`src/rtl/jsu_pkg.sv`:
```
// ----------------------------------------------------------------------------
// JSON string unescaper: shared package
// Word types for both channels, the classified byte that passes between
// the front and back parts, and the character and UTF-8 constants.
// ----------------------------------------------------------------------------
`default_nettype none

package jsu_pkg;

  // Input word: one raw byte of the escaped string body.
  typedef struct packed {
    logic [7:0] in_byte;
    logic       last_in;
  } raw_word_t;

  // Result word: one unescaped byte or a bare end marker.
  typedef struct packed {
    logic [7:0] out_byte;
    logic       byte_valid;
    logic       string_end;
    logic       run_last;
  } res_word_t;

  // A raw byte with everything the back part needs to know about it.
  typedef struct packed {
    logic [7:0] byte_val;
    logic       is_bslash;
    logic       is_u;
    logic       is_hex;
    logic [3:0] nib;
    logic [7:0] esc_byte;
  } class_t;

  // One entry of the queue between the front and back parts.
  typedef struct packed {
    class_t cls;
    logic   last;
  } q_entry_t;

  // Characters of interest.
  localparam logic [7:0] CH_BSLASH  = 8'h5C;
  localparam logic [7:0] CH_U       = 8'h75;
  localparam logic [7:0] CH_N       = 8'h6E;
  localparam logic [7:0] CH_T       = 8'h74;
  localparam logic [7:0] CH_R       = 8'h72;
  localparam logic [7:0] CH_B       = 8'h62;
  localparam logic [7:0] CH_F       = 8'h66;
  localparam logic [7:0] CH_DIGIT_0 = 8'h30;
  localparam logic [7:0] CH_DIGIT_9 = 8'h39;
  localparam logic [7:0] CH_LOWER_A = 8'h61;
  localparam logic [7:0] CH_LOWER_F = 8'h66;
  localparam logic [7:0] CH_UPPER_A = 8'h41;
  localparam logic [7:0] CH_UPPER_F = 8'h46;

  // Control bytes produced by the short escapes.
  localparam logic [7:0] CTRL_LF  = 8'h0A;
  localparam logic [7:0] CTRL_TAB = 8'h09;
  localparam logic [7:0] CTRL_CR  = 8'h0D;
  localparam logic [7:0] CTRL_BS  = 8'h08;
  localparam logic [7:0] CTRL_FF  = 8'h0C;

  // Value of the first letter digit.
  localparam logic [3:0] HEX_ALPHA_OFS = 4'd10;

  // UTF-8 encoding limits and marks.
  localparam logic [15:0] CP_ONE_LIMIT = 16'h0080;
  localparam logic [15:0] CP_TWO_LIMIT = 16'h0800;
  localparam logic [7:0]  UTF_LEAD2    = 8'hC0;
  localparam logic [7:0]  UTF_LEAD3    = 8'hE0;
  localparam logic [7:0]  UTF_CONT     = 8'h80;

endpackage : jsu_pkg

`default_nettype wire

```
`src/rtl/jsu_front.sv`:
```
// ----------------------------------------------------------------------------
// JSON string unescaper: front part
// Accepts raw words and classifies each byte (backslash, escape letter,
// hex digit and its value) before it enters the queue.
// ----------------------------------------------------------------------------
`default_nettype none

module jsu_front (
  input  logic              raw_valid,
  output logic              raw_stall,
  input  jsu_pkg::raw_word_t raw_word,
  input  logic              q_full,
  output logic              q_push,
  output jsu_pkg::q_entry_t q_data
);
  import jsu_pkg::*;

  logic [7:0] b;
  logic       is_digit;
  logic       is_lower;
  logic       is_upper;

  // The queue being full is the only reason to hold the source off.
  assign raw_stall = q_full;
  assign q_push    = raw_valid && !q_full;

  assign b        = raw_word.in_byte;
  assign is_digit = (b >= CH_DIGIT_0) && (b <= CH_DIGIT_9);
  assign is_lower = (b >= CH_LOWER_A) && (b <= CH_LOWER_F);
  assign is_upper = (b >= CH_UPPER_A) && (b <= CH_UPPER_F);

  // Classification of the incoming byte.
  always_comb begin
    q_data.last          = raw_word.last_in;
    q_data.cls.byte_val  = b;
    q_data.cls.is_bslash = (b == CH_BSLASH);
    q_data.cls.is_u      = (b == CH_U);
    q_data.cls.is_hex    = is_digit || is_lower || is_upper;

    if (is_lower) begin
      q_data.cls.nib = 4'(b - CH_LOWER_A) + HEX_ALPHA_OFS;
    end else if (is_upper) begin
      q_data.cls.nib = 4'(b - CH_UPPER_A) + HEX_ALPHA_OFS;
    end else begin
      q_data.cls.nib = b[3:0];
    end

    // Byte that an escape with this letter stands for.
    unique case (b)
      CH_N:    q_data.cls.esc_byte = CTRL_LF;
      CH_T:    q_data.cls.esc_byte = CTRL_TAB;
      CH_R:    q_data.cls.esc_byte = CTRL_CR;
      CH_B:    q_data.cls.esc_byte = CTRL_BS;
      CH_F:    q_data.cls.esc_byte = CTRL_FF;
      default: q_data.cls.esc_byte = b;
    endcase
  end

endmodule : jsu_front

`default_nettype wire

```
`src/rtl/jsu_queue.sv`:
```
// ----------------------------------------------------------------------------
// JSON string unescaper: decoupling queue
// A short first-in first-out queue of classified bytes between the front
// and back parts.
// ----------------------------------------------------------------------------
`default_nettype none

module jsu_queue #(
  parameter int DEPTH = 2
) (
  input  logic              clk,
  input  logic              rst,
  input  logic              push,
  input  jsu_pkg::q_entry_t push_data,
  output logic              full,
  input  logic              pop,
  output logic              head_valid,
  output jsu_pkg::q_entry_t head
);
  import jsu_pkg::*;

  localparam int PTR_W = (DEPTH > 1) ? $clog2(DEPTH) : 1;
  localparam int CNT_W = $clog2(DEPTH + 1);

  q_entry_t           slots [DEPTH];
  logic [PTR_W-1:0]   wr_ptr;
  logic [PTR_W-1:0]   rd_ptr;
  logic [CNT_W-1:0]   count;

  assign full       = (count == CNT_W'(DEPTH));
  assign head_valid = (count != '0);
  assign head       = slots[rd_ptr];

  // Storage; the payload needs no reset.
  always_ff @(posedge clk) begin
    if (push) begin
      slots[wr_ptr] <= push_data;
    end
  end

  // Pointers and fill count.
  always_ff @(posedge clk) begin
    if (rst) begin
      wr_ptr <= '0;
      rd_ptr <= '0;
      count  <= '0;
    end else begin
      if (push) begin
        wr_ptr <= (wr_ptr == PTR_W'(DEPTH - 1)) ? '0 : wr_ptr + 1'b1;
      end
      if (pop) begin
        rd_ptr <= (rd_ptr == PTR_W'(DEPTH - 1)) ? '0 : rd_ptr + 1'b1;
      end
      if (push && !pop) begin
        count <= count + 1'b1;
      end else if (pop && !push) begin
        count <= count - 1'b1;
      end
    end
  end

endmodule : jsu_queue

`default_nettype wire

```
`src/rtl/jsu_back.sv`:
```
// ----------------------------------------------------------------------------
// JSON string unescaper: back part
// Runs the escape state machine on one byte at a time, closing its results
// before taking the next; holds the four bytes after a backslash-u, sends
// UTF-8 and replays invalid hex; one result waits until its word's end is known.
// ----------------------------------------------------------------------------
`default_nettype none

module jsu_back (
  input  logic              clk,
  input  logic              rst,
  input  logic              q_valid,
  input  jsu_pkg::q_entry_t q_head,
  output logic              q_pop,
  output logic              res_valid,
  input  logic              res_stall,
  output jsu_pkg::res_word_t res_word
);
  import jsu_pkg::*;

  // Sequencer states.
  localparam logic [1:0] ST_TAKE   = 2'd0;
  localparam logic [1:0] ST_UTF    = 2'd1;
  localparam logic [1:0] ST_REPLAY = 2'd2;
  localparam logic [1:0] ST_FLUSH  = 2'd3;

  // Escape modes.
  localparam logic [1:0] MODE_NORMAL = 2'd0;
  localparam logic [1:0] MODE_ESCAPE = 2'd1;
  localparam logic [1:0] MODE_HEX    = 2'd2;

  logic [1:0] state, state_next;
  logic [1:0] mode, mode_next;
  logic [1:0] hcnt, hcnt_next;
  logic [1:0] ridx, ridx_next;
  logic       utf_two, utf_two_next;
  logic [5:0] utf_mid, utf_mid_next;
  logic [5:0] utf_low, utf_low_next;
  logic       item_last;
  logic       pend_valid;
  logic [7:0] pend_byte;
  class_t     hold [4];

  logic       out_free;
  logic       step_go;
  class_t     src;
  logic       hold_we;
  logic       gen_valid;
  logic [7:0] gen_byte;
  logic       flush_go;
  logic       all_hex;
  logic [15:0] cp;

  assign out_free = !res_valid || !res_stall;
  assign src      = (state == ST_REPLAY) ? hold[ridx] : q_head.cls;
  assign step_go  = out_free &&
                    (((state == ST_TAKE) && q_valid) || (state == ST_REPLAY));
  assign q_pop    = step_go && (state == ST_TAKE);
  assign flush_go = out_free && (state == ST_FLUSH);

  // The code point from the three held digits and the current one.
  assign all_hex = hold[0].is_hex && hold[1].is_hex && hold[2].is_hex && src.is_hex;
  assign cp      = {hold[0].nib, hold[1].nib, hold[2].nib, src.nib};

  // Escape state machine step and sequencer.
  always_comb begin
    state_next   = state;
    mode_next    = mode;
    hcnt_next    = hcnt;
    ridx_next    = ridx;
    utf_two_next = utf_two;
    utf_mid_next = utf_mid;
    utf_low_next = utf_low;
    hold_we      = 1'b0;
    gen_valid    = 1'b0;
    gen_byte     = src.byte_val;

    if (step_go) begin
      // Where the word's work goes after this byte, unless a case below says.
      if ((state == ST_REPLAY) && (ridx != 2'd3)) begin
        ridx_next = ridx + 1'b1;
      end else begin
        state_next = ST_FLUSH;
      end

      unique case (mode)
        MODE_ESCAPE: begin
          mode_next = MODE_NORMAL;
          if (src.is_u) begin
            mode_next = MODE_HEX;
            hcnt_next = 2'd0;
          end else begin
            gen_valid = 1'b1;
            gen_byte  = src.esc_byte;
          end
        end
        MODE_HEX: begin
          hold_we = 1'b1;
          if (hcnt == 2'd3) begin
            mode_next = MODE_NORMAL;
            hcnt_next = 2'd0;
            gen_valid = 1'b1;
            if (!all_hex) begin
              // Send the letter and run the four held bytes again.
              gen_byte   = CH_U;
              state_next = ST_REPLAY;
              ridx_next  = 2'd0;
            end else if (cp < CP_ONE_LIMIT) begin
              gen_byte = cp[7:0];
            end else if (cp < CP_TWO_LIMIT) begin
              gen_byte     = UTF_LEAD2 | {3'b000, cp[10:6]};
              utf_two_next = 1'b0;
              utf_low_next = cp[5:0];
              state_next   = ST_UTF;
            end else begin
              gen_byte     = UTF_LEAD3 | {4'b0000, cp[15:12]};
              utf_two_next = 1'b1;
              utf_mid_next = cp[11:6];
              utf_low_next = cp[5:0];
              state_next   = ST_UTF;
            end
          end else begin
            hcnt_next = hcnt + 1'b1;
          end
        end
        default: begin
          // Normal mode; the unused code behaves the same.
          mode_next = MODE_NORMAL;
          if (src.is_bslash) begin
            mode_next = MODE_ESCAPE;
          end else begin
            gen_valid = 1'b1;
          end
        end
      endcase
    end else if (out_free && (state == ST_UTF)) begin
      // Continuation bytes of a UTF-8 sequence.
      gen_valid = 1'b1;
      if (utf_two) begin
        gen_byte     = UTF_CONT | {2'b00, utf_mid};
        utf_two_next = 1'b0;
      end else begin
        gen_byte   = UTF_CONT | {2'b00, utf_low};
        state_next = ST_FLUSH;
      end
    end else if (flush_go) begin
      // The end of a string drops any unfinished escape.
      state_next = ST_TAKE;
      if (item_last) begin
        mode_next = MODE_NORMAL;
        hcnt_next = 2'd0;
      end
    end
  end

  // Control registers.
  always_ff @(posedge clk) begin
    if (rst) begin
      state      <= ST_TAKE;
      mode       <= MODE_NORMAL;
      hcnt       <= 2'd0;
      ridx       <= 2'd0;
      utf_two    <= 1'b0;
      pend_valid <= 1'b0;
      res_valid  <= 1'b0;
    end else begin
      state   <= state_next;
      mode    <= mode_next;
      hcnt    <= hcnt_next;
      ridx    <= ridx_next;
      utf_two <= utf_two_next;

      if (gen_valid) begin
        // A new byte pushes the kept one out, which cannot be the last.
        pend_valid <= 1'b1;
        res_valid  <= pend_valid;
      end else if (flush_go) begin
        pend_valid <= 1'b0;
        res_valid  <= pend_valid || item_last;
      end else if (out_free) begin
        res_valid <= 1'b0;
      end
    end
  end

  // Payload registers.
  always_ff @(posedge clk) begin
    utf_mid <= utf_mid_next;
    utf_low <= utf_low_next;
    if (q_pop) begin
      item_last <= q_head.last;
    end
    if (hold_we) begin
      hold[hcnt] <= src;
    end
    if (gen_valid) begin
      pend_byte <= gen_byte;
      if (pend_valid) begin
        res_word.out_byte   <= pend_byte;
        res_word.byte_valid <= 1'b1;
        res_word.string_end <= 1'b0;
        res_word.run_last   <= 1'b0;
      end
    end else if (flush_go) begin
      if (pend_valid) begin
        res_word.out_byte   <= pend_byte;
        res_word.byte_valid <= 1'b1;
      end else begin
        res_word.out_byte   <= 8'h00;
        res_word.byte_valid <= 1'b0;
      end
      res_word.string_end <= item_last;
      res_word.run_last   <= 1'b1;
    end
  end

endmodule : jsu_back

`default_nettype wire

```
`src/rtl/json_string_unescape.sv`:
```
// ----------------------------------------------------------------------------
// JSON string unescaper
// Turns the raw bytes of a JSON string body into unescaped bytes, with
// backslash-u sequences sent as UTF-8.
// ----------------------------------------------------------------------------
//   Channel | Handshake             | Word
//   --------+-----------------------+---------------------------------------
//   raw     | raw_valid / raw_stall | in_byte, last_in
//   res     | res_valid / res_stall | out_byte, byte_valid, string_end,
//           |                       | run_last
//
// An ordinary byte or short escape passes the back part as an escape step and then a flush
// that closes the word's results. A valid backslash-u sends its UTF-8 continuation bytes
// from ST_UTF; an invalid one replays the four held bytes through the same step logic. The
// queue of QUEUE_DEPTH words lets the front keep taking bytes while the back part works.
// Reset is synchronous and clears the queue, escape state and result valid; a stalled
// result holds the back part but not the front until the queue fills.
// ----------------------------------------------------------------------------
`default_nettype none

module json_string_unescape #(
  parameter int QUEUE_DEPTH = 2
) (
  input  logic               clk,
  input  logic               rst,
  input  logic               raw_valid,
  output logic               raw_stall,
  input  jsu_pkg::raw_word_t raw_word,
  output logic               res_valid,
  input  logic               res_stall,
  output jsu_pkg::res_word_t res_word
);
  import jsu_pkg::*;

  logic     q_push;
  logic     q_full;
  logic     q_pop;
  logic     q_valid;
  q_entry_t q_data;
  q_entry_t q_head;

  // Classification of incoming bytes.
  jsu_front u_front (
    .raw_valid (raw_valid),
    .raw_stall (raw_stall),
    .raw_word  (raw_word),
    .q_full    (q_full),
    .q_push    (q_push),
    .q_data    (q_data)
  );

  // Decoupling queue.
  jsu_queue #(
    .DEPTH (QUEUE_DEPTH)
  ) u_queue (
    .clk        (clk),
    .rst        (rst),
    .push       (q_push),
    .push_data  (q_data),
    .full       (q_full),
    .pop        (q_pop),
    .head_valid (q_valid),
    .head       (q_head)
  );

  // Escape processing and result output.
  jsu_back u_back (
    .clk       (clk),
    .rst       (rst),
    .q_valid   (q_valid),
    .q_head    (q_head),
    .q_pop     (q_pop),
    .res_valid (res_valid),
    .res_stall (res_stall),
    .res_word  (res_word)
  );

endmodule : json_string_unescape

`default_nettype wire

```
`config.mk`:
```
export PLATFORM = sky130hd
export DESIGN_NAME = json_string_unescape
export DESIGN_NICKNAME = d
export VERILOG_FILES = /design/src/rtl/jsu_pkg.sv /design/src/rtl/jsu_front.sv /design/src/rtl/jsu_queue.sv /design/src/rtl/jsu_back.sv /design/src/rtl/json_string_unescape.sv
export SDC_FILE = /design/constraint.sdc
export NUM_CORES = 1
export LEC_CHECK = 0
export BUFFER_PORTS_ARGS = -buffer_cell sky130_fd_sc_hd__buf_2
export CAP_MARGIN = 20
export CORE_AREA = 4 4 120 122
export CTS_BUF_LIST = sky130_fd_sc_hd__clkbuf_4 sky130_fd_sc_hd__clkbuf_8 sky130_fd_sc_hd__clkbuf_16
export DETAILED_ROUTE_END_ITERATION = 16
export DIE_AREA = 0 0 124 126
export PLACE_DENSITY = 0.82
export RECOVER_POWER = 50
export SYNTH_ARGS = -nofsm -noshare
export SYNTH_HDL_FRONTEND = slang
export SYNTH_HIERARCHICAL = 1
export SYNTH_SLANG_ARGS = --single-unit
export TNS_END_PERCENT = 50
```
`constraint.sdc`:
```
create_clock -name clk -period 6.65 [get_ports clk]
set_input_delay 1.33 -clock clk [delete_from_list [all_inputs] [get_ports clk]]
set_output_delay 1.33 -clock clk [all_outputs]
set_load 0.05 [all_outputs]
```
Word-level counts from Yosys, hierarchy flattened
Memory sizes are Yosys's and may differ from the RTL's. A register that Yosys moved wholly into a read port is not among the register bits.
Cells that the tools add are included.
- $add $sub $neg: 10
- $lt $le $gt $ge: 8
- equality and inequality tests: 25
- mux-type cells: 74
- bitwise logic cells: 2
- reductions and logical operators: 41
- operators by type and width (kind ; count):
    == test 8 x 7 -> 1 bit (second input constant) ; 7
    two-way mux 2 bit ; 26
    two-way mux 8 bit ; 6
    one-hot mux 8 bit (5 select lines) ; 1
    two-way mux 11 bit ; 3
    two-way mux 1 bit ; 28
    two-way mux 23 bit ; 1
    greater-or-equal comparator 8 x 7 -> 1 bit (second input constant) ; 2
    <= comparator 8 x 7 -> 1 bit (second input constant) ; 2
    less-than comparator 16 x 12 -> 1 bit (second input constant) ; 1
    less-than comparator 16 x 8 -> 1 bit (second input constant) ; 1
    one-hot mux 8 bit (2 select lines) ; 1
    logical AND 1 bit ; 15
    AND reduction 5 bit ; 3
    two-way mux 6 bit ; 2
    != test 3 bit (second input constant) ; 4
    nonzero test 2 bit ; 6
    == test 2 bit (second input constant) ; 5
    != test 2 bit (second input constant) ; 5
    two-way mux 9 bit ; 1
    adder 4 bit (second input constant) ; 2
    greater-or-equal comparator 8 x 6 -> 1 bit (second input constant) ; 1
    <= comparator 8 x 6 -> 1 bit (second input constant) ; 1
    two-way mux 4 bit ; 2
    16 further kinds ; 34
- bits in registers: 47
- RAM bits: 140
- output and inout bits: 13
- memories kept: 2
- memory list (memory ; depth ; bits a word ; rd ports ; clocked after Yosys merged registers in ; write ports ; line ; RTL):
    u_back.hold ; 4 ; 23 ; 4 ; 1 ; 1 ; jsu_back.sv:42 ; class_t hold [4];
    u_queue.slots ; 2 ; 24 ; 1 ; 1 ; 1 ; jsu_queue.sv:25 ; q_entry_t slots [DEPTH];

Logic depth before layout (Yosys ltp)
- word-level depth: 9
- mapped depth: 10
- gate-level depth less buffers: 8

Hierarchy
The synthesis kept the hierarchy.
- by module, submodules not included (module ; times used ; cells an instance ; area each (um^2) ; sequential area each (um^2)):
    jsu_back ; 1 ; 418 ; 6117.1 ; 3983.8
    jsu_queue ; 1 ; 97 ; 1941.9 ; 1541.5
    jsu_front ; 1 ; 64 ; 449.2 ; 0.0

Least setup slack after synthesis
OpenSTA, ideal clock, no wires.
- path kind: input -> register
- from: input res_stall
- to: register u_back.utf_low[0], enable pin
- library setup time: 0.326 ns
- data arrival time: 3.311 ns
- setup slack: 3.013 ns
- stages on the path: 5
- cells stage by stage: a21oi_1 -> o21ai_0 -> clkbuf_1 -> nor2_1 -> and3_1
- word-level cells in the longest chain between the ends: 4
- RTL lines (item ; line ; RTL):
    start, declared ; json_string_unescape.sv:30 ; input logic res_stall,
    logical NOT 1 bit ; jsu_back.sv:54 ; assign out_free = !res_valid || !res_stall;
    logical OR 1 bit ; jsu_back.sv:54 ;
    logical AND 1 bit ; jsu_back.sv:56 ; assign step_go = out_free &&
    AND reduction 5 bit (no source line) ; - ;
    end signal, assigned ; jsu_back.sv:189 ; utf_low <= utf_low_next;
    end, declared ; jsu_back.sv:38 ; logic [5:0] utf_low, utf_low_next;
No other way between the ends.
A chain may end at the register's enable or synchronous reset.

==> impl_metrics.yaml <==
clock_network:
  cts_resized: 0
  clk_pin_slew_ns: 0.06
  clk_latency_ns: 0.42
  cts_tree: "built"
  cts_root_buf: "clkbuf_16"
  cts_setup_buffers: 0
  cts_sinks: 190
  cts_buffers: 17
  cts_hold_buf: 0
  htreeDepth: 4
  clockBufferDepth: 2
job:
  max_cap_viol_count: 0
sta:
  setup_slack_ns: 2.39
  setup_viol: 0
  worstMarginPinSlew_ns: 1.35
  hold_violations: 0
  max_freq_mhz: 235
  rsz0062_at_grt: "false"
  tns_ns: 0
  slew_viol_final: 0
  fin_skew_ns: 0.00952
  min_period_over_period_pct: 64.0
  slew_headroom_pct: 10.3
  layout_min_cycle_time_ns: 4.26
pwr:
  ir_drop_mv: 0.221
  power.share.switching_pct: 33.0
  power_frac_clock_pct: 26.1
  cellPowerDensity_mw_per_mm2: 395
  internal_power_uw: 2440
  p_leak_uw: 0.00306
  p_sw_uw: 1200
  power_frac_comb_pct: 28.6
  power_frac_seq_pct: 45.3
grt:
  antenna_found_initial: 0
  grt_util_all_layers_pct: 23.7
  grt_pass1_wl_um: 27400
  grt_max_degree: 26
  grt_pass1_vias: 4865
  grt_overflow_total: 0
placement:
  post-place-ws_ns: 2.98
  dp_hpwl_um: 11600
  place_congestion: 0.929
  portBuffers: 25
min_path:
  min_path_cells: 2
  min_to: "u_back/mode[0]$_SDFFE_PP0P_"
  hp-start: "u_back/mode[0]$_SDFFE_PP0P_"
  worstHoldPathType: "register to register"
synthesis:
  async_flop_share_pct: 0
  ys_ff_latch: 190
  netlist_area_mm2: 0.00851
  synthFlopType: "edfxtp_1"
  yosysWarnings: 6
  syn_inst: 579
  syn_area_per_cell_um2: 14.7
  ys_types: 73
  synth_edf_count: 172
  synth_fp_nets: 604
  seq_area_frac_synth_pct: 64.9
floorplan:
  io_pins: 26
  die_area_mm2: 0.0156
  die_w_um: 124
  core_mm2: 0.0132
  rows: 42
  start_util_pct: 64.5
  die_h_um: 126
routing:
  routedWlPerCell_um: 22.0
  vias_per_cell: 6.39
  first_iter_violations: 565
  ant_nets: 0
  drc: 0
  firstDrtPassIters: 5
  wl_um: 17300
  vias: 5025
finish:
  drive_above_1_share_pct: 15.7
  fin_nets: 623
  n_antenna_cell: 0
  layout_common_cells: "edfxtp_1 (172), nand2_1 (54), clkbuf_1 (26)"
  final_common_cell: "edfxtp_1"
  synthToLayoutAreaGrowth_pct: 8.46
worst_setup_path:
  r2r_slack_ns: 2.39
  worst-path-max-fanout: 15
  ff2ff_path_depth: 6
  required_ns: 6.70
  cp-start-kind: "register"
  critPathArrivalTime_ns: 4.30
  endpoint_kind: "register"
  critPathKind: "register to register"
  r2r-end: "u_back/res_word[3]$_DFFE_PP_"
status:
  outcome: "finished, final reports clean"
## power groups by stage
| stage | combinational [µW] | clock (µW) | sequential (µW) |
|---|---|---|---|
| 6_report | 1040 | 952 | 1650 |
| 5_1_grt | 1130 | 1030 | 1670 |
| 4_1_cts | 1070 | 967 | 1650 |
| 3_5_place_dp | 1050 | 0 | 1670 |
| 3_3_place_gp | 1020 | 0 | 1670 |
| 2_1_floorplan | 735 | 0 | 1720 |
## worst max-delay path, stage by stage, from the launching register on
cell and delay [ns]:
dfxtp_1 0.74, clkbuf_1 0.92, mux4_2 0.62, mux2_1 0.39, nand2_1 0.23, nand3_1 0.14, a21oi_1 0.82
## metal layers
layer  wire [µm]  track usage (%)  vias up  part of all wire (%)
met3        1410             4.80       41                   8.2
met5           0                0        -                     0
met2        8350             37.1      246                    48
met1        7010             33.6     2481                    41
met4         502             8.38        0                   2.9
li1            -                -     2257                     -
## state kept, by name (all words and copies together), names as in the netlist, 2 cells and up, named ones only
signal	count
u_back/utf_mid	6
u_queue/slots	48
u_queue/count	2
u_back/mode	2
u_back/state	2
u_back/ridx	2
u_back/hold	92
u_back/res_word	11
u_back/pend_byte	8
u_back/utf_low	6
u_back/hcnt	2
## cells by family (layout without fill, tap and decap cells)
group,count (synthesis),count (layout),synth area share [%]
compound gates,85,85,7.41
xor+xnor,6,6,0.618
fa+ha+maj,12,12,1.76
buf+inv,54,86,3.18
flops,190,190,64.9
mux,65,65,11.5
simple gates,167,167,10.6
## cells in the mapped netlist (4+ instances only)
library cell  count  area share [%]
edfxtp_1        172              61
nand2_1          54             2.4
mux2_2           36             4.8
nor2_1           25             1.1
mux4_2           21             5.6
a21oi_1          20             1.2
inv_1            19            0.84
dfxtp_1          18             4.2
buf_4            14             1.2
o21ai_0          14            0.82
clkbuf_1         12            0.53
ha_1             12             1.8
nor2b_1          11            0.81
nand3_1          10            0.59
and3_1            9            0.66
nor3_1            8            0.47
mux2i_1           7            0.82
nor3b_1           7            0.62
a31oi_1           6            0.44
buf_2             6            0.35
nand2b_1          6            0.44
or2_2             6            0.44
and2_1            5            0.37
nand3b_1          4            0.35
xnor2_1           4            0.41
## cell type report
cell class                 count  area, µm²
inverter                      19       71.3
multi-input combinational    335       2700
fill                         880       3960
clock inverter                12        110
clock buffer                  20        448
tap                          176        220
sequential                   190       5530
timing repair buffer          35        158
## worst max-delay path by stage
stage | end | slack (ns) | cells past startpoint
floorplan | u_back/utf_low[0]$_DFFE_PP_ | 3.01 | 5
global placement | u_queue/count[1]$_SDFFE_PP0P_ | 3.08 | 8
detailed placement | u_back/res_word[4]$_DFFE_PP_ | 2.98 | 5
CTS | u_back/res_word[3]$_DFFE_PP_ | 3.01 | 6
global route | u_back/res_word[3]$_DFFE_PP_ | 1.98 | 6
finish | u_back/res_word[3]$_DFFE_PP_ | 2.39 | 6
## per-stage QoR
step / power, µW / hold WS [ns] / utilization (%) / instance area (µm²) / cells
after floorplan: 2450 / 0.433 / - / 8510 / 579
after global placement: 2690 / 0.461 / 66.1 / 8720 / 753
after detailed placement: 2730 / 0.474 / 66.3 / 8740 / 755
after CTS: 3680 / 0.491 / 70.5 / 9300 / 787
after global routing: 3830 / 0.517 / 70.0 / 9230 / 787
final: 3650 / 0.490 / 70.0 / 9230 / 787
Power figures use the tool's default switching activity.
